**config.mk**
```make
export PLATFORM = sky130hd
export DESIGN_NAME = go_back_n_sender_window
export DESIGN_NICKNAME = d
export VERILOG_FILES = /design/src/rtl/gbn_pkg.sv /design/src/rtl/go_back_n_sender_window.sv /design/src/rtl/gbn_front.sv /design/src/rtl/gbn_queue.sv /design/src/rtl/gbn_back.sv
export SDC_FILE = /design/constraint.sdc
export NUM_CORES = 1
export LEC_CHECK = 0
export ABC_AREA = 1
export BUFFER_PORTS_ARGS = -buffer_cell sky130_fd_sc_hd__buf_4
export CORE_MARGIN = 2
export CORE_UTILIZATION = 35
export DETAILED_ROUTE_END_ITERATION = 8
export GPL_TIMING_DRIVEN = 0
export HOLD_SLACK_MARGIN = 0.03
export PLACE_DENSITY_LB_ADDON = 0.3
export RECOVER_POWER = 100
export SYNTH_ARGS = -nofsm -noshare
export SYNTH_HDL_FRONTEND = slang
export SYNTH_SLANG_ARGS = --single-unit
```
**constraint.sdc**
```tcl
create_clock -name i_clk -period 2.6 [get_ports i_clk]
set_input_delay 0.52 -clock i_clk [delete_from_list [all_inputs] [get_ports i_clk]]
set_output_delay 0.52 -clock i_clk [all_outputs]
set_load 0.01 [all_outputs]
```
**src/rtl/gbn_pkg.sv**
```systemverilog
// Shared types and constants for the go-back-n sender window controller.
// No dependencies; every other file in rtl/ refers to this package by scoped names.
package gbn_pkg;

    localparam int unsigned MAX_WINDOW  = 16;
    localparam int unsigned COUNT_WIDTH = 16;
    localparam int unsigned SEQ_SPACE   = 2 * MAX_WINDOW + 1;
    localparam int unsigned WIN_W       = $clog2(MAX_WINDOW + 1);
    localparam int unsigned SEQ_W       = 6;
    localparam int unsigned CFG_W       = 5;
    localparam int unsigned CMD_W       = 2;
    localparam int unsigned FLAG_W      = 3;
    localparam int unsigned STATUS_W    = 3;
    localparam int unsigned WIN_RESET   = 4;
    localparam int unsigned QUEUE_DEPTH = 2;

    localparam logic [FLAG_W-1:0] FLAG_ACK = 3'd3;
    localparam logic [FLAG_W-1:0] FLAG_NAK = 3'd4;

    typedef enum logic [CMD_W-1:0] {
        CMD_START   = 2'd0,
        CMD_SLOT    = 2'd1,
        CMD_RESP    = 2'd2,
        CMD_TIMEOUT = 2'd3
    } t_cmd;

    typedef enum logic [STATUS_W-1:0] {
        ST_NONE           = 3'd0,
        ST_FRAME_SENT     = 3'd1,
        ST_ACK_ACCEPTED   = 3'd2,
        ST_IGNORED        = 3'd3,
        ST_NAK_REWIND     = 3'd4,
        ST_CORRUPT_REWIND = 3'd5,
        ST_TIMEOUT_REWIND = 3'd6,
        ST_BAD_SEQ        = 3'd7
    } t_status;

    typedef enum logic {
        BK_FETCH = 1'b0,
        BK_APPLY = 1'b1
    } t_bk_state;

    typedef struct packed {
        logic [CMD_W-1:0]       command;
        logic [COUNT_WIDTH-1:0] msg_count;
        logic [FLAG_W-1:0]      resp_flags;
        logic [SEQ_W-1:0]       resp_seq;
        logic                   resp_crc_ok;
    } t_in_word;

    typedef struct packed {
        logic [STATUS_W-1:0]    status;
        logic                   frame_valid;
        logic [COUNT_WIDTH-1:0] frame_index;
        logic [SEQ_W-1:0]       frame_seq;
        logic                   all_done;
        logic [SEQ_W-1:0]       next_send_seq;
    } t_out_word;

    // Pre-decoded word as held in the queue
    typedef struct packed {
        t_cmd                   cmd;
        logic [COUNT_WIDTH-1:0] count;
        logic                   is_ack;
        logic                   is_ack_or_nak;
        logic [SEQ_W-1:0]       seq;
        logic                   crc_ok;
    } t_job;

    typedef struct packed {
        logic full;
        logic empty;
    } t_q_stat;

endpackage

```
**src/rtl/go_back_n_sender_window.sv**
```systemverilog
// Go-back-N sender window controller: top level joining front, queue and back stages.
// Depends on gbn_pkg, gbn_front, gbn_queue and gbn_back.
//
// Usage
//   Input channel (i_in_valid / o_in_stall / i_in_data) carries one protocol event
//   per word: start, send slot free, response received or wait timeout.
//   Output channel (o_out_valid / i_out_stall / o_out_data) returns exactly one
//   result word per input word, in order: status, the frame to transmit (if any),
//   the all-done flag and the sequence number after the last frame sent.
//   i_cfg_we / i_cfg_wdata write the window size; it takes effect at the next start.
// Flow
//   A word is taken into the front register, moves through a two-entry queue,
//   then the back stage decides on the action in its fetch state and, in its
//   apply state, updates the window state and loads the result register. The
//   back stage fetches a new word only after applying the last one, and an apply
//   waits while a stalled result is held.
// Reset
//   i_rst_n is synchronous, active low: window state and marks clear, window
//   size returns to 4, all channels go empty. No clearing pass is needed.
// Back-pressure
//   A stalled result holds; the queue keeps filling until full, then o_in_stall rises.
module go_back_n_sender_window (
    input  logic                      i_clk,
    input  logic                      i_rst_n,
    input  logic                      i_cfg_we,
    input  logic [gbn_pkg::CFG_W-1:0] i_cfg_wdata,
    input  logic                      i_in_valid,
    output logic                      o_in_stall,
    input  gbn_pkg::t_in_word         i_in_data,
    output logic                      o_out_valid,
    input  logic                      i_out_stall,
    output gbn_pkg::t_out_word        o_out_data
);

    // front -> queue
    logic             push;
    gbn_pkg::t_job    job;
    // queue -> back
    gbn_pkg::t_job    head;
    gbn_pkg::t_q_stat q_stat;
    logic             pop;

    // Front: registers and decodes one word, pushes when the queue has room
    gbn_front u_front (
        .i_clk      (i_clk),
        .i_rst_n    (i_rst_n),
        .i_in_valid (i_in_valid),
        .o_in_stall (o_in_stall),
        .i_in_data  (i_in_data),
        .i_q_stat   (q_stat),
        .o_push     (push),
        .o_job      (job)
    );

    // Queue: lets front keep taking words while the result side is stalled
    gbn_queue u_queue (
        .i_clk    (i_clk),
        .i_rst_n  (i_rst_n),
        .i_push   (push),
        .i_job    (job),
        .i_pop    (pop),
        .o_head   (head),
        .o_q_stat (q_stat)
    );

    // Back: owns window state, the accepted-mark flags and the result register
    gbn_back u_back (
        .i_clk       (i_clk),
        .i_rst_n     (i_rst_n),
        .i_cfg_we    (i_cfg_we),
        .i_cfg_wdata (i_cfg_wdata),
        .i_q_stat    (q_stat),
        .i_head      (head),
        .o_pop       (pop),
        .o_out_valid (o_out_valid),
        .i_out_stall (i_out_stall),
        .o_out_data  (o_out_data)
    );

    // no push into a full queue
    a_no_overflow: assert property (@(posedge i_clk) disable iff (!i_rst_n)
        push |-> !q_stat.full)
        else $error("queue push while full");

    // back only takes a word that is present
    a_no_underflow: assert property (@(posedge i_clk) disable iff (!i_rst_n)
        pop |-> !q_stat.empty)
        else $error("queue pop while empty");

    // a frame is only offered together with the frame-sent status
    a_frame_status: assert property (@(posedge i_clk) disable iff (!i_rst_n)
        (o_out_valid && o_out_data.frame_valid) |->
            (o_out_data.status == gbn_pkg::ST_FRAME_SENT))
        else $error("frame offered with wrong status");

    // a pop is followed by a result load, so two pops never come back to back when the result is not stalled
    a_pop_result: assert property (@(posedge i_clk) disable iff (!i_rst_n)
        (pop && !(o_out_valid && i_out_stall)) |=> !pop)
        else $error("back stage popped on consecutive cycles");

endmodule

```
**src/rtl/gbn_front.sv**
```systemverilog
// Input stage: registers the incoming word and decodes command and reply flags.
// Depends on gbn_pkg; feeds gbn_queue.
module gbn_front (
    input  logic              i_clk,
    input  logic              i_rst_n,
    input  logic              i_in_valid,
    output logic              o_in_stall,
    input  gbn_pkg::t_in_word i_in_data,
    input  gbn_pkg::t_q_stat  i_q_stat,
    output logic              o_push,
    output gbn_pkg::t_job     o_job
);

    logic          r_valid;
    logic          n_valid;
    gbn_pkg::t_job r_job;
    gbn_pkg::t_job n_job;
    logic          accept;

    assign o_in_stall = r_valid && i_q_stat.full;
    assign accept     = i_in_valid && !o_in_stall;
    assign o_push     = r_valid && !i_q_stat.full;
    assign o_job      = r_job;

    always_comb begin
        n_job.cmd           = gbn_pkg::t_cmd'(i_in_data.command);
        n_job.count         = i_in_data.msg_count;
        n_job.is_ack        = (i_in_data.resp_flags == gbn_pkg::FLAG_ACK);
        n_job.is_ack_or_nak = (i_in_data.resp_flags == gbn_pkg::FLAG_ACK) ||
                              (i_in_data.resp_flags == gbn_pkg::FLAG_NAK);
        n_job.seq           = i_in_data.resp_seq;
        n_job.crc_ok        = i_in_data.resp_crc_ok;
    end

    always_comb begin
        if (accept) begin
            n_valid = 1'b1;
        end else if (o_push) begin
            n_valid = 1'b0;
        end else begin
            n_valid = r_valid;
        end
    end

    always_ff @(posedge i_clk) begin
        if (!i_rst_n) begin
            r_valid <= 1'b0;
        end else begin
            r_valid <= n_valid;
        end
    end

    always_ff @(posedge i_clk) begin
        if (accept) begin
            r_job <= n_job;
        end
    end

endmodule

```
**src/rtl/gbn_queue.sv**
```systemverilog
// Short FIFO of decoded words between the front and back stages.
// Depends on gbn_pkg (t_job, t_q_stat, QUEUE_DEPTH, a power of two).
module gbn_queue (
    input  logic             i_clk,
    input  logic             i_rst_n,
    input  logic             i_push,
    input  gbn_pkg::t_job    i_job,
    input  logic             i_pop,
    output gbn_pkg::t_job    o_head,
    output gbn_pkg::t_q_stat o_q_stat
);

    localparam int unsigned PTR_W = (gbn_pkg::QUEUE_DEPTH > 1) ?
                                    $clog2(gbn_pkg::QUEUE_DEPTH) : 1;
    localparam int unsigned CNT_W = $clog2(gbn_pkg::QUEUE_DEPTH + 1);

    gbn_pkg::t_job    r_entry [gbn_pkg::QUEUE_DEPTH];
    logic [PTR_W-1:0] r_wr_ptr;
    logic [PTR_W-1:0] r_rd_ptr;
    logic [CNT_W-1:0] r_count;
    logic [CNT_W-1:0] n_count;

    assign o_head         = r_entry[r_rd_ptr];
    assign o_q_stat.full  = (r_count == CNT_W'(gbn_pkg::QUEUE_DEPTH));
    assign o_q_stat.empty = (r_count == '0);

    always_comb begin
        unique case ({i_push, i_pop})
            2'b10:   n_count = r_count + 1'b1;
            2'b01:   n_count = r_count - 1'b1;
            default: n_count = r_count;
        endcase
    end

    always_ff @(posedge i_clk) begin
        if (!i_rst_n) begin
            r_wr_ptr <= '0;
            r_rd_ptr <= '0;
            r_count  <= '0;
        end else begin
            if (i_push) begin
                r_wr_ptr <= PTR_W'(r_wr_ptr + 1'b1);
            end
            if (i_pop) begin
                r_rd_ptr <= PTR_W'(r_rd_ptr + 1'b1);
            end
            r_count <= n_count;
        end
    end

    always_ff @(posedge i_clk) begin
        if (i_push) begin
            r_entry[r_wr_ptr] <= i_job;
        end
    end

endmodule

```
**src/rtl/gbn_back.sv**
```systemverilog
// Window engine: decides on the queued word, then updates window state and the result register.
// Depends on gbn_pkg; takes words from gbn_queue.
module gbn_back (
    input  logic                        i_clk,
    input  logic                        i_rst_n,
    input  logic                        i_cfg_we,
    input  logic [gbn_pkg::CFG_W-1:0]   i_cfg_wdata,
    input  gbn_pkg::t_q_stat            i_q_stat,
    input  gbn_pkg::t_job               i_head,
    output logic                        o_pop,
    output logic                        o_out_valid,
    input  logic                        i_out_stall,
    output gbn_pkg::t_out_word          o_out_data
);

    localparam int unsigned SEQ_W = gbn_pkg::SEQ_W;
    localparam int unsigned WIN_W = gbn_pkg::WIN_W;
    localparam int unsigned CW    = gbn_pkg::COUNT_WIDTH;
    localparam int unsigned MS    = gbn_pkg::SEQ_SPACE;
    localparam int unsigned MIX_W = $clog2(MS);

    typedef enum logic [3:0] {
        ACT_NONE,
        ACT_START,
        ACT_SEND,
        ACT_SLIDE,
        ACT_IGNORE,
        ACT_REWIND_NAK,
        ACT_REWIND_CORRUPT,
        ACT_REWIND_TIMEOUT,
        ACT_BAD_SEQ
    } t_action;

    function automatic logic [WIN_W-1:0] clamp_window(input logic [gbn_pkg::CFG_W-1:0] w);
        logic [WIN_W-1:0] res;
        if (w == '0) begin
            res = WIN_W'(1);
        end else if (w > gbn_pkg::CFG_W'(gbn_pkg::MAX_WINDOW)) begin
            res = WIN_W'(gbn_pkg::MAX_WINDOW);
        end else begin
            res = WIN_W'(w);
        end
        return res;
    endfunction

    gbn_pkg::t_bk_state          r_state;
    gbn_pkg::t_bk_state          n_state;
    logic [gbn_pkg::CFG_W-1:0]   r_window_size;
    logic [WIN_W-1:0]            r_act_window;
    logic [WIN_W-1:0]            n_act_window;
    logic                        r_started;
    logic                        n_started;
    logic [CW-1:0]               r_base_index;
    logic [CW-1:0]               n_base_index;
    logic [CW-1:0]               r_next_index;
    logic [CW-1:0]               n_next_index;
    logic [SEQ_W-1:0]            r_base_seq;
    logic [SEQ_W-1:0]            n_base_seq;
    logic [SEQ_W-1:0]            r_next_seq;
    logic [SEQ_W-1:0]            n_next_seq;
    logic [WIN_W-1:0]            r_slots_free;
    logic [WIN_W-1:0]            n_slots_free;
    logic [CW-1:0]               r_total;
    logic [CW-1:0]               n_total;
    logic [MS-1:0]               r_marks;
    logic [MS-1:0]               n_marks;
    logic [WIN_W-1:0]            r_marks_count;
    logic [WIN_W-1:0]            n_marks_count;
    t_action                     r_action;
    t_action                     d_action;
    logic [CW-1:0]               r_count;
    logic                        r_out_valid;
    logic                        n_out_valid;
    gbn_pkg::t_out_word          r_out_data;
    gbn_pkg::t_out_word          n_out_data;
    gbn_pkg::t_status            n_status;
    logic                        fetch_en;
    logic                        apply_en;
    logic [SEQ_W-1:0]            seq_mod;
    logic [SEQ_W:0]              next_seq_inc;
    logic [SEQ_W:0]              base_seq_inc;
    logic [SEQ_W-1:0]            old_seq;
    logic                        mark_hit;
    logic                        waiting;

    assign o_pop       = fetch_en;
    assign o_out_valid = r_out_valid;
    assign o_out_data  = r_out_data;

    // modulus 2W+1 of the window in use
    assign seq_mod      = SEQ_W'({r_act_window, 1'b1});
    assign next_seq_inc = {1'b0, r_next_seq} + 1'b1;
    assign base_seq_inc = {1'b0, r_base_seq} + 1'b1;
    // sequence W places behind base, modulo 2W+1
    assign old_seq = (r_base_seq >= SEQ_W'(r_act_window)) ?
                     (r_base_seq - SEQ_W'(r_act_window)) :
                     (r_base_seq + SEQ_W'(r_act_window) + 1'b1);
    assign mark_hit = (i_head.seq < SEQ_W'(MS)) ? r_marks[i_head.seq[MIX_W-1:0]] : 1'b0;
    assign waiting  = (r_slots_free == '0) ||
                      ((r_next_index == r_total) && (r_base_index != r_total));

    // sequencer: next state
    always_comb begin
        n_state = r_state;
        unique case (r_state)
            gbn_pkg::BK_FETCH: begin
                if (!i_q_stat.empty) begin
                    n_state = gbn_pkg::BK_APPLY;
                end
            end
            gbn_pkg::BK_APPLY: begin
                if (!r_out_valid || !i_out_stall) begin
                    n_state = gbn_pkg::BK_FETCH;
                end
            end
            default: n_state = gbn_pkg::BK_FETCH;
        endcase
    end

    // sequencer: outputs
    always_comb begin
        fetch_en = 1'b0;
        apply_en = 1'b0;
        unique case (r_state)
            gbn_pkg::BK_FETCH: fetch_en = !i_q_stat.empty;
            gbn_pkg::BK_APPLY: apply_en = !r_out_valid || !i_out_stall;
            default: begin
                fetch_en = 1'b0;
                apply_en = 1'b0;
            end
        endcase
    end

    // decision on the head word against current window state
    always_comb begin
        d_action = ACT_NONE;
        unique case (i_head.cmd)
            gbn_pkg::CMD_START: d_action = ACT_START;
            gbn_pkg::CMD_SLOT: begin
                if ((r_slots_free != '0) && (r_next_index != r_total)) begin
                    d_action = ACT_SEND;
                end
            end
            gbn_pkg::CMD_RESP: begin
                priority if (i_head.seq >= seq_mod) begin
                    d_action = ACT_BAD_SEQ;
                end else if (i_head.is_ack && (i_head.seq == r_base_seq)) begin
                    priority if (!i_head.crc_ok) begin
                        d_action = ACT_REWIND_CORRUPT;
                    end else if (r_base_index == r_next_index) begin
                        d_action = ACT_IGNORE;
                    end else begin
                        d_action = ACT_SLIDE;
                    end
                end else if (mark_hit) begin
                    d_action = ACT_IGNORE;
                end else if ((i_head.seq != r_base_seq) && i_head.is_ack_or_nak) begin
                    d_action = ACT_IGNORE;
                end else begin
                    d_action = ACT_REWIND_NAK;
                end
            end
            gbn_pkg::CMD_TIMEOUT: begin
                if (waiting) begin
                    d_action = ACT_REWIND_TIMEOUT;
                end
            end
            default: d_action = ACT_NONE;
        endcase
    end

    // state update for the decided action
    always_comb begin
        n_act_window  = r_act_window;
        n_started     = r_started;
        n_base_index  = r_base_index;
        n_next_index  = r_next_index;
        n_base_seq    = r_base_seq;
        n_next_seq    = r_next_seq;
        n_slots_free  = r_slots_free;
        n_total       = r_total;
        n_marks       = r_marks;
        n_marks_count = r_marks_count;
        n_status      = gbn_pkg::ST_NONE;
        n_out_data    = '0;
        unique case (r_action)
            ACT_START: begin
                n_act_window  = clamp_window(r_window_size);
                n_started     = 1'b1;
                n_total       = r_count;
                n_base_index  = '0;
                n_next_index  = '0;
                n_base_seq    = '0;
                n_next_seq    = '0;
                n_slots_free  = clamp_window(r_window_size);
                n_marks       = '0;
                n_marks_count = '0;
            end
            ACT_SEND: begin
                n_status                 = gbn_pkg::ST_FRAME_SENT;
                n_out_data.frame_valid   = 1'b1;
                n_out_data.frame_index   = r_next_index;
                n_out_data.frame_seq     = r_next_seq;
                n_next_index             = CW'(r_next_index + 1'b1);
                n_next_seq               = (next_seq_inc >= {1'b0, seq_mod}) ?
                                           '0 : next_seq_inc[SEQ_W-1:0];
                n_slots_free             = r_slots_free - 1'b1;
            end
            ACT_SLIDE: begin
                n_status = gbn_pkg::ST_ACK_ACCEPTED;
                n_marks[r_base_seq[MIX_W-1:0]] = 1'b1;
                if (r_marks_count >= r_act_window) begin
                    n_marks[old_seq[MIX_W-1:0]] = 1'b0;
                    n_marks_count = r_act_window;
                end else begin
                    n_marks_count = r_marks_count + 1'b1;
                end
                n_base_index = CW'(r_base_index + 1'b1);
                n_base_seq   = (base_seq_inc >= {1'b0, seq_mod}) ?
                               '0 : base_seq_inc[SEQ_W-1:0];
                if (r_slots_free < r_act_window) begin
                    n_slots_free = r_slots_free + 1'b1;
                end
            end
            ACT_IGNORE:  n_status = gbn_pkg::ST_IGNORED;
            ACT_BAD_SEQ: n_status = gbn_pkg::ST_BAD_SEQ;
            ACT_REWIND_NAK, ACT_REWIND_CORRUPT, ACT_REWIND_TIMEOUT: begin
                n_next_index = r_base_index;
                n_next_seq   = r_base_seq;
                n_slots_free = r_act_window;
                priority if (r_action == ACT_REWIND_NAK) begin
                    n_status = gbn_pkg::ST_NAK_REWIND;
                end else if (r_action == ACT_REWIND_CORRUPT) begin
                    n_status = gbn_pkg::ST_CORRUPT_REWIND;
                end else begin
                    n_status = gbn_pkg::ST_TIMEOUT_REWIND;
                end
            end
            default: n_status = gbn_pkg::ST_NONE;
        endcase
        n_out_data.status        = n_status;
        n_out_data.all_done      = n_started && (n_base_index == n_total) &&
                                   (n_next_index == n_total);
        n_out_data.next_send_seq = n_next_seq;
    end

    always_comb begin
        if (apply_en) begin
            n_out_valid = 1'b1;
        end else if (!i_out_stall) begin
            n_out_valid = 1'b0;
        end else begin
            n_out_valid = r_out_valid;
        end
    end

    always_ff @(posedge i_clk) begin
        if (!i_rst_n) begin
            r_state       <= gbn_pkg::BK_FETCH;
            r_window_size <= gbn_pkg::CFG_W'(gbn_pkg::WIN_RESET);
            r_act_window  <= clamp_window(gbn_pkg::CFG_W'(gbn_pkg::WIN_RESET));
            r_started     <= 1'b0;
            r_base_index  <= '0;
            r_next_index  <= '0;
            r_base_seq    <= '0;
            r_next_seq    <= '0;
            r_slots_free  <= '0;
            r_total       <= '0;
            r_marks       <= '0;
            r_marks_count <= '0;
            r_out_valid   <= 1'b0;
        end else begin
            r_state     <= n_state;
            r_out_valid <= n_out_valid;
            if (i_cfg_we) begin
                r_window_size <= i_cfg_wdata;
            end
            if (apply_en) begin
                r_act_window  <= n_act_window;
                r_started     <= n_started;
                r_base_index  <= n_base_index;
                r_next_index  <= n_next_index;
                r_base_seq    <= n_base_seq;
                r_next_seq    <= n_next_seq;
                r_slots_free  <= n_slots_free;
                r_total       <= n_total;
                r_marks       <= n_marks;
                r_marks_count <= n_marks_count;
            end
        end
    end

    always_ff @(posedge i_clk) begin
        if (fetch_en) begin
            r_action <= d_action;
            r_count  <= i_head.count;
        end
        if (apply_en) begin
            r_out_data <= n_out_data;
        end
    end

endmodule
```
== Word level (Yosys, flattened, before mapping) ==
Memory sizes are Yosys's and may differ from the RTL's. A register that Yosys moved wholly into a read port is not among the register bits.
Cells that the tools add are included.

* Word-level logic and storage cells: 172
* Output and inout bits: 35
* ROM bits: 0
* Input bits: 38
* Latch bits: 0
* Memories kept: 1
* Memory bits (writable): 54
* Bits in registers: 201

* Shift-type cells: 0
* Add/sub/neg operators: 14
* Reduce and logical (&&, ||, !) cells: 32
* Bitwise logic cells: 4
* $lt $le $gt $ge: 13
* Muxes and demuxes: 51
* Multiply operators: 0
* Div/mod/pow operators: 0
* Eq/ne operators: 26

{| class="wikitable"
|+ Memory list
! name !! depth !! width !! read ports !! clocked after Yosys merged registers in !! wr ports !! line !! text
|-
| u_queue.r_entry || 2 || 27 || 1 || 1 || 1 || gbn_queue.sv:17 || <nowiki>gbn_pkg::t_job r_entry [gbn_pkg::QUEUE_DEPTH];</nowiki>
|}

{| class="wikitable"
|+ Operators with widths
! cell !! number
|-
| 33-bit one-hot mux with 2 select lines || 1
|-
| 16-bit == test || 4
|-
| 16-bit one-hot mux with 3 select lines || 1
|-
| 33-bit AND || 1
|-
| 33-bit two-way mux || 1
|-
| 33-bit NOT || 1
|-
| 33-bit OR || 1
|-
| 16-bit by 1-bit adder with 16-bit output (second input constant) || 2
|-
| 16-bit inequality test || 2
|-
| 16-bit one-hot mux with 2 select lines || 1
|-
| 23-bit two-way mux || 1
|-
| 6-bit by 7-bit < comparator with 1-bit output (second input constant) || 3
|-
| 5-bit two-way mux || 4
|-
| 5-bit one-hot mux with 4 select lines || 1
|-
| 1-bit two-way mux || 18
|-
| 6-bit two-way mux || 3
|-
| 6-bit one-hot mux with 3 select lines || 1
|-
| 4-bit by 3-bit == test with 1-bit output (second input constant) || 4
|-
| 16-bit two-way mux || 1
|-
| 4-bit two-way mux || 4
|-
| 4-bit one-hot mux with 4 select lines || 1
|-
| 3-bit one-hot mux with 5 select lines || 1
|-
| 6-bit by 1-bit adder with 7-bit output (second input constant) || 2
|-
| 7-bit by 6-bit >= comparator with 1-bit output || 2
|-
| other kinds (45) || 79
|}

== Longest topological paths before layout ==
Gate-level depths: netlist (run 1).

* Depth in word-level cells: 11
* Mapped depth: 17
* Gate-level depth less buffers: 16

== By module ==
Synthesis (run 1) repeated with hierarchy kept, for this count alone.

* Cell total of the unflattened synthesis: 1792
* Area total of the unflattened synthesis: 14186.1 µm²

{| class="wikitable"
|+ Modules (own cells, without submodules)
! module !! cells each !! instances !! sequential area each (µm²) !! area each (µm²)
|-
| gbn_back || 1631 || 1 || 3913.8 || 11015.6
|-
| gbn_queue || 119 || 1 || 1721.7 || 2278.4
|-
| gbn_front || 42 || 1 || 830.8 || 892.1
|}

== Worst setup path before layout (run 1) ==
OpenSTA, ideal clock, no wires.

* Path type: register to register
* Start: register u_queue.r_count[0]
* End: register u_queue.r_count[1]
* Setup slack: 111 ps
* Arrival time: 2419 ps
* Cell stages (with the launch flop): 9
* Setup time: 70 ps
* Required time: 2530 ps
* Buffers on the path: 0
* Period minus slack after synthesis: 2489 ps
* Cells stage by stage: dfxtp_1 > inv_1 > a21oi_1 > ha_1 > inv_1 > nand2_1 > nor2_1 > o21ai_0 > a21oi_1

* Cells in the longest elaborated chain, start to end: 5
* Elaborated cells between the ends (all ways): 12
* Classes of those cells: add/sub: 2; eq/ne: 3; mux: 2; reduce/logical: 5

{| class="wikitable"
|+ RTL lines
! element !! line !! text
|-
| start: declaration || gbn_queue.sv:20 || <nowiki>logic [CNT_W-1:0] r_count;</nowiki>
|-
| start signal: assignment || gbn_queue.sv:47 || <nowiki>r_count <= n_count;</nowiki>
|-
| 2-bit logical NOT * || gbn_queue.sv:25 || <nowiki>assign o_q_stat.empty = (r_count == '0);</nowiki>
|-
| 1-bit logical NOT * || n/a ||
|-
| 1-bit two-way mux * || gbn_back.sv:124 || <nowiki>unique case (r_state)</nowiki>
|-
| net pop || go_back_n_sender_window.sv:41 || <nowiki>logic pop;</nowiki>
|-
| 2-bit by 1-bit == test with 1-bit output or 2-bit == test (tied branches) || gbn_queue.sv:28 || <nowiki>unique case ({i_push, i_pop})</nowiki>
|-
| 2-bit one-hot mux with 2 select lines or 2-bit nonzero test (tied branches) || n/a ||
|}

Mark *: on every way through the listed nets, which the timed path passes. The rest lies on a longest branch.
A chain may end at the register's enable or synchronous reset.

==> metrics.md, run 1 <==
| Metric | Value |
|---|---|
| Sw Share | 0.399 |
| Worst hold start | i_in_data[6] |
| Initial Utilization | 0.355 |
| Post-synthesis net count | approximately 1900 |
| Syn Area/Cell | roughly 7.7 µm² |
| Syn Inst Count | about 1800 |
| Core ar. | slightly below 0.04 mm² |
| Die X-Extent | about 200 µm |
| Root Driver | clkbuf_16 |
| Drt wl/cell | ~17 µm |
| Mapped Area | around 0.014 mm² |
| HPWL Detailed | 31900 µm |
| Clock Latency Late Sink | 560 ps |
| Ports placed on the boundary | 73 |
| Port Buffers | 71 |
| Number of synthesized register bits | roughly 260 |
| Die area | roughly 0.042 mm² |
| TritonCTS buffer count | 29 |
| # Max-Cap Violations | 0 |
| Clk pwr share | 0.266 |
| Nets | around 2000 |
| Pwr dens | 925 mW/mm² |
| Top FF cell, synth | edfxtp_1 |
| Register share of total power | 0.340 |
| Slowest cell delay on critical path | about 470 ps |
| Clock Sinks | ~260 |
| Fraction of registers with async set/reset | 0 |
| Worst setup SP type | flip-flop |
| Final hold slack | 161 ps |
| Synth-to-Final Area Change | 19.6% |
| Clock buffer depth | 3 |
| EDFF count, synth | 134 |
| Hold-fix buffers, CTS | 0 |
| Net Switching | roughly 6.2 mW |
| Final period utilization | 0.965 |
| Vias in the first global route | about 12000 |
| Worst slew pin tran | 1030 ps |
| Wirelength, routed | about 44000 µm |
| Worst slew margin | 0.305 |
| Overflow after GRT | 0 |
| Vias | 12800 |
| Highest Clock Rate | about 400 MHz |
| RePlAce Congestion | ~0.92 |
| Maximum vdd ir drop | between 0.4 and 0.5 mV |
| Ratio of cells with drive above 1 in the final layout | 0.141 |
| Crit path time final | between 2000 and 3000 ps |
| Slowest CP cell | edfxtp_1 |
| H-tree depth | 1 |
| Comb power frac | 0.394 |
| DRC viols | 0 |
| DR vias/cell | 5.12 |
| Crit-path max FO | 10 |
| Drt first pass iters | 5 |
| Post-route ant nets | 0 |
| Std cell rows | 73 |
| Worst reg2reg path depth | 11 |
| Clk slew on worst S/H paths | ~60 ps |
| Final setup fails | 0 |
| Antenna cells | 0 |
| First-pass GRT wire length | between 60000 and 70000 µm |
| R2R Path End | u_back.o_out_data[6]$_DFFE_PP_ |
| Reg-to-reg setup timing slack | 90 ps |
| Hold endpoint | u_front.o_job[6]$_DFFE_PP_ |
| Final Skew | 11.3 ps |
| Fin. max-slew vios | 0 |
| WP data required | 3000 ps |
| Leak | roughly 6.9 nW |
| Critical path arrival | 2910 ps |
| Crit end category | flip-flop |
| Hold Path Stages | 1 |
| Seq/Total Area, Yosys | 0.458 |
| Initial antenna violation count | 0 |
| Fin util | 0.425 |
| Initial drt markers | 1172 |
| Internal Power | around 9.4 mW |
| Worst reg2reg path startpoint | u_back.r_action[0]$_DFFE_PP_ |
| Status | completed |
| Total Routing Usage GR | 0.206 |
| Die Ht | roughly 200 µm |
| Cells along the critical path | inv_2, nor2_4, nand2_2, buf_6, o21ai_1, inv_1, nand3_1, nand2_1, nor2_1, nand3_1, nor3_2 |
| Pin count of the biggest net entering global routing | 29 |
| Final hold vios | 0 |
| Cell mode on critical path | nand3_1 |
| Synth warnings | 0 |
| Synth cell types | 50 |
| Worst hold path class | primary input to flip-flop |
| Kind of critical path | flip-flop to flip-flop |
| CTS tree | yes |
-- layer usage --
metal  routed length (µm)  GRT usage  vias up
met4                  889     0.0528        0
met5                    0          0        -
met3                 3130     0.0259       58
met2                19400      0.321      458
li1                     -          -     6370
met1                20200      0.300     5944
-- power by group through the flow --
stage	Sequential (mW)	Clock (mW)	Combinational, mW
5_1_grt	5.37	4.41	6.76
6_report	5.31	4.16	6.15
3_3_place_gp	5.40	0	5.59
2_1_floorplan	5.38	0	3.68
4_1_cts	5.31	4.23	5.86
3_5_place_dp	5.40	0	5.68
-- cells by family after synthesis --
family / count (synthesis) / share of synthesized area
flops: 256 / 0.458
mux: 2 / 0.00142
simple gates: 893 / 0.264
compound gates: 314 / 0.121
buf+inv: 262 / 0.0756
xor+xnor: 60 / 0.0372
fa+ha+maj: 46 / 0.0424
-- flip-flops by register name, summed over array words and instances (netlist names), 2 cells and up, named ones only --
register	flops
u_back.r_action	4
u_back.r_base_index	16
u_back.r_act_window	5
u_queue.r_count	2
u_back.r_count	16
u_front.o_job	27
u_back.r_next_index	16
u_back.r_marks	33
u_back.o_out_data	33
u_queue.r_entry	54
u_back.r_slots_free	5
u_back.r_marks_count	5
u_back.r_total	16
u_back.r_window_size	5
u_back.r_next_seq	6
u_back.r_base_seq	6
-- worst max path at each step --
stage,depth (start not counted),to,slack [ps],startpoint
after floorplan,8,u_queue.r_count[1]$_SDFFE_PN0P_,110,u_queue.r_count[0]$_SDFFE_PN0P_
after CTS,13,u_back.r_marks[1]$_SDFFE_PN0P_,1,u_back.r_base_seq[0]$_SDFFE_PN0P_
final,11,u_back.o_out_data[6]$_DFFE_PP_,90,u_back.r_action[0]$_DFFE_PP_
after global placement,8,u_back.r_next_index[13]$_SDFFE_PN0P_,-1020,i_out_stall
after detailed placement,8,u_back.r_next_index[7]$_SDFFE_PN0P_,-970,i_out_stall
after global routing,13,u_back.r_marks[26]$_SDFFE_PN0P_,-20,u_back.r_base_seq[0]$_SDFFE_PN0P_
-- cells in the mapped netlist (3+ instances only) --
cell,instances,area share
nand2_1,511,0.14
inv_1,180,0.048
nor2_1,177,0.047
edfxtp_1,134,0.29
a21oi_1,126,0.045
dfxtp_1,122,0.17
nand3_1,120,0.043
o21ai_0,113,0.040
ha_1,43,0.038
xor2_1,42,0.026
clkbuf_1,40,0.011
o22ai_1,30,0.013
nand4_1,27,0.012
nor3_1,23,0.0082
buf_2,19,0.0067
xnor2_1,18,0.011
o211ai_1,11,0.0059
nor4_1,8,0.0035
o21ai_1,8,0.0028
inv_2,6,0.0016
nand3b_1,6,0.0032
buf_4,5,0.0027
buf_6,5,0.0040
nand2_2,5,0.0022
a31oi_1,4,0.0018
nor2_2,4,0.0018
clkbuf_2,3,0.0011
clkinv_1,3,0.00080
fa_1,3,0.0043
nand3_2,3,0.0021
nor2_4,3,0.0024
o21a_1,3,0.0016
-- final cells by class --
type	count	area [µm²]
fillers	4032	22800
multi-input cells	1316	6900
flip-flops and latches	256	6480
repair buffers	99	771
clock buffers	32	747
inverters	189	731
well taps	525	657
plain buffers	72	395
clock inverters	18	199
repair inverters	1	5.00
-- cell usage in the layout (no fill, tap or decap), drive strengths merged, types with 13 or more instances in the layout --
cell / netlist / layout
o22ai: 30 / 30
ha: 43 / 43
nand2: 516 / 516
edfxtp: 134 / 134
nand3: 123 / 124
buf: 30 / 103
nor3: 24 / 24
nor2: 184 / 184
clkbuf: 43 / 100
nand4: 27 / 27
a21oi: 126 / 126
inv: 186 / 181
xor2: 42 / 42
dfxtp: 122 / 122
o21ai: 123 / 123
xnor2: 18 / 18
clkinv: 3 / 13
-- what timing repair did --
| action | in CTS | in global routing |
|---|---|---|
| pin swaps | 3 | 14 |
| setup endpoints to repair | 95 | 54 |
| buffers inserted | 12 | 14 |
| resized for setup | 45 | 104 |
| gates cloned | 1 | 1 |
-- worst max-delay path, delay by kind of cell (launching register included) --
| family | cells | cell delay (ps) |
|---|---|---|
| simple gates | 7 | 900 |
| flops | 1 | 470 |
| compound gates | 1 | 420 |
| buf+inv | 3 | 560 |
-- per-stage QoR --
step           std cells  setup WS [ps]  TNS [ps]  instance area (µm²)  power [mW]
2_1_floorplan       1833            111         0                14100        9.06
3_3_place_gp        2429          -1020    -97340                15300        11.0
3_5_place_dp        2431           -974    -67610                15300        11.1
4_1_cts             2494           1.12         0                16500        15.4
5_1_grt             2508          -22.3     -84.2                16900        16.5
6_report            2508           90.8         0                16900        15.6
Note: power is estimated with default switching activity, not from simulation.
==> inputs of run 2 (changes only) <==
--- a/config.mk
+++ b/config.mk
@@ -14,6 +14,7 @@
 export HOLD_SLACK_MARGIN = 0.03
 export PLACE_DENSITY_LB_ADDON = 0.3
 export RECOVER_POWER = 100
+export SETUP_SLACK_MARGIN = 0.3
 export SYNTH_ARGS = -nofsm -noshare
 export SYNTH_HDL_FRONTEND = slang
 export SYNTH_SLANG_ARGS = --single-unit
==> run 2 against run 1 <==
Effect of this change:
- combinational power is 9.9% higher
- highest routed layer unchanged
- first-iteration DRC count is 0.94% lower
- final cell count is 2.1% higher
- core utilization is 2.7 points higher
- global-route usage is 0.23 points higher
- maximum frequency is 1.9% higher
- worst setup slack better by 46 ps
- via count is 3.5% higher
- count of clock-buffer cells in the layout is 1 lower
- critical path depth is 4 higher
- register-to-register slack better by 50 ps
- clock power hardly changed
==> metrics.md, run 2 (synthesized netlist as in run 1, its figures left out) <==
| Metric | Value |
|---|---|
| Status | completed |
| Drt wl/cell | 17.7 µm (+1.7%) |
| Cells along the critical path | buf_8, inv_8, ha_4, inv_4, fa_2, nand3_4, nand3_4, buf_6, nand2_4, o21ai_4, buf_6, nor2_4, nand2_4, o21ai_2, a21oi_1 |
| Ratio of cells with drive above 1 in the final layout | 0.194 (+0.0534) |
| Vias | 13300 (+3.5%) |
| Final setup fails | 0 (unchanged) |
| Metal3 WL | 3110 µm (-0.51%) |
| Synth-to-Final Area Change | 27.4% |
| Final hold vios | 0 (unchanged) |
| Initial antenna violation count | 0 (unchanged) |
| Clk slew on worst S/H paths | 60 ps (about the same) |
| Worst slew pin tran | 1000 ps (-34.2 ps) |
| Worst slew margin | 0.332 (+0.0274) |
| Hold-fix buffers, CTS | 0 (unchanged) |
| Critical path depth | 15 (+4) |
| Die area | 0.0419 mm² (unchanged) |
| Critical path arrival | 2880 ps (-30 ps) |
| RSZ-0062 raised after global routing | yes |
| CTS tree | yes |
| Worst hold path class | primary input to flip-flop |
| Comb power frac | 0.416 (+0.022) |
| DP Area | 0.0153 mm² (about the same) |
| WP data required | 3020 ps (+20 ps) |
| Crit path time final | 2460 ps (-45.7 ps) |
| WP buf/inv | 5 (+2) |
| Internal Power | 9.63 mW (+2.6%) |
| Fin. max-slew vios | 0 (unchanged) |
| Drt first pass iters | 5 (unchanged) |
| Max reg flops | 54 (unchanged) |
| Port Buffers | 71 (unchanged) |
| Antenna cells | 0 (unchanged) |
| DRC viols | 0 (unchanged) |
| Slowest cell delay on critical path | 380 ps (-90 ps) |
| Initial Utilization | 0.355 (unchanged) |
| Crit end category | flip-flop |
| Met2 routed WL | 20100 µm (+3.4%) |
| Clock buffer depth | 3 (unchanged) |
| Kind of critical path | flip-flop to flip-flop |
| Register share of total power | 0.328 (-0.012) |
| Pin count of the biggest net entering global routing | 29 (unchanged) |
| Total Routing Usage GR | 0.208 (+0.00226) |
| Setup_tns | 0 ps (unchanged) |
| Clock Latency Late Sink | 560 ps (about the same) |
| # Max-Cap Violations | 0 (unchanged) |
| Core ar. | 0.0397 mm² (unchanged) |
| First-pass GRT wire length | 68900 µm (+1.8%) |
| Highest metal used | met4 |
| Leak | 7.13 nW (+4.1%) |
| Worst setup SP type | flip-flop |
| Ports placed on the boundary | 73 (unchanged) |
| Slowest CP cell | fa_2 |
| Highest Clock Rate | 406 MHz (+1.9%) |
| Maximum vdd ir drop | 0.496 mV (-0.44%) |
| Commonest cells after routing, fill and taps aside | nand2_1 (482), inv_1 (159), nor2_1 (158) |
| Register name with the most flops | u_queue.r_entry |
| Die Ht | 205 µm (unchanged) |
| Std cell rows | 73 (unchanged) |
| Die X-Extent | 205 µm (unchanged) |
| Root Driver | clkbuf_16 |
| RePlAce Congestion | 0.959 (+4.2%) |
| Clk pwr share | 0.256 (-0.010) |
| Net Switching | 6.60 mW (+5.8%) |
| Final period utilization | 0.947 (-0.0176) |
| Met1 WL | 20600 µm (+1.9%) |
| DR vias/cell | 5.19 (+1.4%) |
| Overflow after GRT | 0 (unchanged) |
| H-tree depth | 1 (unchanged) |
| CP top delay family | simple AND/OR/NAND/NOR gates |
| HPWL Detailed | 31300 µm (-1.6%) |
| Final Skew | 10.8 ps (-0.416 ps) |
| Crit-path max FO | 5 (-5) |
| Pwr Total | 16.2 mW (+3.9%) |
| Post-layout instance area | 0.0180 mm² (+6.5%) |
| TritonCTS buffer count | 28 (-3.4%) |
| Pwr dens | 903 mW/mm² (-2.4%) |
| Hold Path Stages | 1 (unchanged) |
| Sw Share | 0.407 (+0.00738) |
| Placed insts | 2430 (-0.041%) |
| Post-route ant nets | 0 (unchanged) |
| Worst reg2reg path depth | 15 (+4) |
| Fillers | 3855 (-4.4%) |
| Wirelength, routed | 45300 µm (+3.8%) |
| Vias in the first global route | 12500 (+4.3%) |
| Clock Sinks | 256 (unchanged) |
| Non-Filler Instances | 2560 (+2.1%) |
| Commonest non-fill, non-tap cell in the layout | nand2_1 |
| Nets | 2097 (+2.4%) |
| Initial drt markers | 1161 (-0.94%) |
## run 2: cell count changes in the layout (fill, tap and decap cells not counted), moves of 11 or more
cell      change
clkbuf_1     +37
o21ai_2      +29
o21ai_1      -18
buf_6        +17
nand2_1      -17
buf_4        -15
o21ai_0      -12
a21oi_1      -11
## run 2: layer usage
metal  GRT usage  vias to the layer above
met5           0                        -
met1       0.297                     6207
met3      0.0283                      101
met2       0.322                      500
li1            -                     6471
met4      0.0717                        0
## run 2: worst paths after layout
check | start | end | slack, ps
worst min-delay path | i_in_data[14] | u_front.o_job[13]$_DFFE_PP_ | 160
worst min register to register | u_front.o_job[12]$_DFFE_PP_ | u_queue.r_entry[0][12]$_DFFE_PP_ | 440
worst max register to register | u_back.r_base_seq[0]$_SDFFE_PN0P_ | u_back.r_marks[12]$_SDFFE_PN0P_ | 140
worst max-delay path | u_back.r_base_seq[0]$_SDFFE_PN0P_ | u_back.r_marks[12]$_SDFFE_PN0P_ | 140
## run 2: metrics by stage
stage	worst slack (ps)	hold WS, ps	util
after CTS	35.5	108	0.437
final	137	156	0.452
after floorplan	319	421	-
after global placement	-662	427	0.385
after global routing	-21.2	135	0.452
after detailed placement	-714	433	0.386
## run 2: repair_timing
action	4_1_cts	5_1_grt
pin swaps	49	60
gates cloned	2	3
setup buffers	46	27
setup endpoints to repair	111	132
endpoints found under the hold margin	0	0
resized for setup	208	169
## run 2: worst reg2reg max path: stages (launching register included)
cell     delay (ps)
dfxtp_2         330
buf_8           130
inv_8            70
ha_4            140
inv_4            30
fa_2            380
nand3_4         130
nand3_4         160
buf_6           170
nand2_4          50
o21ai_4          70
buf_6           130
nor2_4          200
nand2_4         140
o21ai_2         130
a21oi_1          70
## run 2: area by class of cell
type / count / area [µm²] / share of cell area
flip-flops and latches: 256 / 6490 / 0.361
clock buffers: 31 / 733 / 0.0408
repair buffers: 148 / 1130 / 0.0631
well taps: 525 / 657 / 0.0365
plain buffers: 73 / 460 / 0.0256
repair inverters: 1 / 7.51 / 0.000418
multi-input cells: 1316 / 7510 / 0.418
inverters: 189 / 759 / 0.0423
clock inverters: 21 / 219 / 0.0122
## run 2: power groups by stage
stage / sequential, mW / clock (mW) / combinational (mW)
floorplan: 5.38 / 0 / 3.69
global placement: 5.39 / 0 / 5.58
detailed placement: 5.40 / 0 / 5.63
CTS: 5.32 / 4.23 / 6.34
global route: 5.39 / 4.39 / 7.38
finish: 5.32 / 4.15 / 6.76
==> inputs of run 3 (changes only) <==
--- a/config.mk
+++ b/config.mk
@@ -9,6 +9,7 @@
 export BUFFER_PORTS_ARGS = -buffer_cell sky130_fd_sc_hd__buf_4
 export CORE_MARGIN = 2
 export CORE_UTILIZATION = 35
+export CTS_BUF_LIST = sky130_fd_sc_hd__clkbuf_4 sky130_fd_sc_hd__clkbuf_8
 export DETAILED_ROUTE_END_ITERATION = 8
 export GPL_TIMING_DRIVEN = 0
 export HOLD_SLACK_MARGIN = 0.03
==> run 3 against run 2 <==
Effect of this change:
- clock skew up 26 ps
- critical path depth unchanged
- die area unchanged
- via count up 0.97%
- total power is 1.1% lower
- hold slack lost 21 ps
- combinational power rose by 3%
- core utilization grew 0.15 points
- clock power down 9.2%
- worst setup slack got worse by 37 ps
- sequential power is essentially flat
- critical endpoint is now u_back.r_marks[9]$_SDFFE_PN0P_
==> metrics.md, run 3 (synthesized netlist as in run 1, its figures left out) <==
| Metric | Value |
|---|---|
| Post-route ant nets | 0 (unchanged) |
| Worst setup SP type | flip-flop |
| RSZ-0062 raised after global routing | yes |
| Ports placed on the boundary | 73 (unchanged) |
| Worst hold path class | primary input to flip-flop |
| Clock buffer depth | 3 (unchanged) |
| # Max-Cap Violations | 0 (unchanged) |
| Final Skew | 36.5 ps (+25.6 ps) |
| Status | completed |
| Commonest cells after routing, fill and taps aside | nand2_1 (484), nor2_1 (158), inv_1 (156) |
| RePlAce Congestion | 0.959 (unchanged) |
| DRC viols | 0 (unchanged) |
| Fin. max-slew vios | 0 (unchanged) |
| Clock Latency Late Sink | 600 ps (+40 ps) |
| Initial antenna violation count | 0 (unchanged) |
| Vias | 13400 (+0.97%) |
| Worst slew margin | 0.320 (-0.0124) |
| Final period utilization | 0.962 (+0.0143) |
| Initial Utilization | 0.355 (unchanged) |
| Ratio of cells with drive above 1 in the final layout | 0.214 (+0.0194) |
| Register name with the most flops | u_queue.r_entry |
| TritonCTS buffer count | 45 (+61%) |
| Crit end category | flip-flop |
| Root Driver | clkbuf_8 |
| First-pass GRT wire length | 69700 µm (+1.1%) |
| Crit path time final | 2500 ps (+37.3 ps) |
| Die Ht | 205 µm (unchanged) |
| Drt first pass iters | 6 (+1) |
| Core ar. | 0.0397 mm² (unchanged) |
| Nets | 2118 (+1.0%) |
| Critical path arrival | 2950 ps (+70 ps) |
| HPWL Detailed | 31300 µm (unchanged) |
| Worst slew pin tran | 1020 ps (+18.6 ps) |
| CTS tree | yes |
| Final hold vios | 0 (unchanged) |
| Max reg flops | 54 (unchanged) |
| Total Routing Usage GR | 0.212 (+0.00379) |
| Drt wl/cell | 17.5 µm (-1.4%) |
| Pwr Total | 16.1 mW (-1.1%) |
| Port Buffers | 71 (unchanged) |
| Leak | 7.20 nW (+0.96%) |
| Antenna cells | 0 (unchanged) |
| H-tree depth | 2 (+1) |
| Die area | 0.0419 mm² (unchanged) |
| Pwr dens | 890 mW/mm² (-1.4%) |
| Initial drt markers | 1221 (+5.2%) |
| Wirelength, routed | 45300 µm (about the same) |
| Highest Clock Rate | 400 MHz (-1.5%) |
| Die X-Extent | 205 µm (unchanged) |
| Overflow after GRT | 0 (unchanged) |
| Commonest non-fill, non-tap cell in the layout | nand2_1 |
| DR vias/cell | 5.17 (-0.39%) |
| Clk slew on worst S/H paths | 60 ps (about the same) |
| Vias in the first global route | 12600 (+1.4%) |
| WP data required | 3050 ps (+30 ps) |
| Clock Sinks | 256 (unchanged) |
| Kind of critical path | flip-flop to flip-flop |
| Synth-to-Final Area Change | 27.8% |
| Pin count of the biggest net entering global routing | 29 (unchanged) |
| Final setup fails | 0 (unchanged) |
| Std cell rows | 73 (unchanged) |
| Crit-path max FO | 4 (-1) |
| Fin util | 0.454 (+0.00151) |
| Setup_tns | 0 ps (unchanged) |
| Maximum vdd ir drop | 0.380 mV (-23%) |
[run 3: cell types whose count changed in the layout (fill, tap and decap cells not counted), sizes merged]
cell / change
clkinv: +4
clkbuf: +27
buf: +8
clkinvlp: -1
bufinv: -3
[run 3: timing repair]
action                     CTS  global route
gates cloned                 2             1
buffers inserted            44            35
hold buffers                 0             0
pin swaps                   48            58
resized for setup          202           195
setup endpoints to repair  110           121
[run 3: cell type report]
| type | count | area [µm²] |
|---|---|---|
| Fill cell | 3877 | 21700 |
| Clock inverter | 21 | 130 |
| Buffer | 73 | 477 |
| Timing Repair inverter | 1 | 5.00 |
| Inverter | 189 | 762 |
| Sequential cell | 256 | 6490 |
| Tap cell | 525 | 657 |
| Multi-Input combinational cell | 1316 | 7610 |
| Timing Repair Buffer | 152 | 1140 |
| Clock buffer | 62 | 766 |
[run 3: critical path, stage by stage, from the launching register on]
cell,delay [ps]
dfxtp_1,380
clkinvlp_4,140
ha_4,280
buf_8,90
inv_4,30
nor2_4,120
nand4_1,200
buf_4,210
nand3_4,130
o21ai_4,90
buf_6,130
nor2_4,170
buf_12,140
nand2_8,70
o21ai_2,110
a21oi_1,60
[run 3: path summary, 6_finish.rpt]
check,from,end,slack (ps),cells after the start
setup / recovery,u_back.r_act_window[4]$_SDFFE_PN0P_,u_back.r_marks[9]$_SDFFE_PN0P_,100,15
hold / removal,i_in_data[4],u_front.o_job[4]$_DFFE_PP_,130,1
setup reg to reg,u_back.r_act_window[4]$_SDFFE_PN0P_,u_back.r_marks[9]$_SDFFE_PN0P_,100,15
hold reg to reg,u_front.o_job[0]$_DFFE_PP_,u_queue.r_entry[1][0]$_DFFE_PP_,440,0
[run 3: layer usage]
layer	vias up	wire length (µm)	global-route usage	share of wire
li1	6532	-	-	-
met4	0	1610	0.0763	0.036
met3	115	3730	0.0409	0.082
met1	6200	20000	0.295	0.44
met5	-	0	0	0
met2	561	19900	0.326	0.44
[run 3: through the flow]
stage	hold WS, ps	area (µm²)	worst slack (ps)	std cells
floorplan	421	14100	319	1833
global placement	427	15300	-662	2429
detailed placement	433	15300	-714	2430
CTS	74.6	17300	31.0	2559
global route	106	18000	18.8	2595
finish	135	18000	99.2	2595
[run 3: power breakdown]
group | switching, mW | total (mW) | internal [mW]
sequential | 0.346 | 5.33 | 4.98
clock | 1.76 | 3.77 | 2.02
combinational | 4.60 | 6.96 | 2.36
total | 6.70 | 16.1 | 9.36
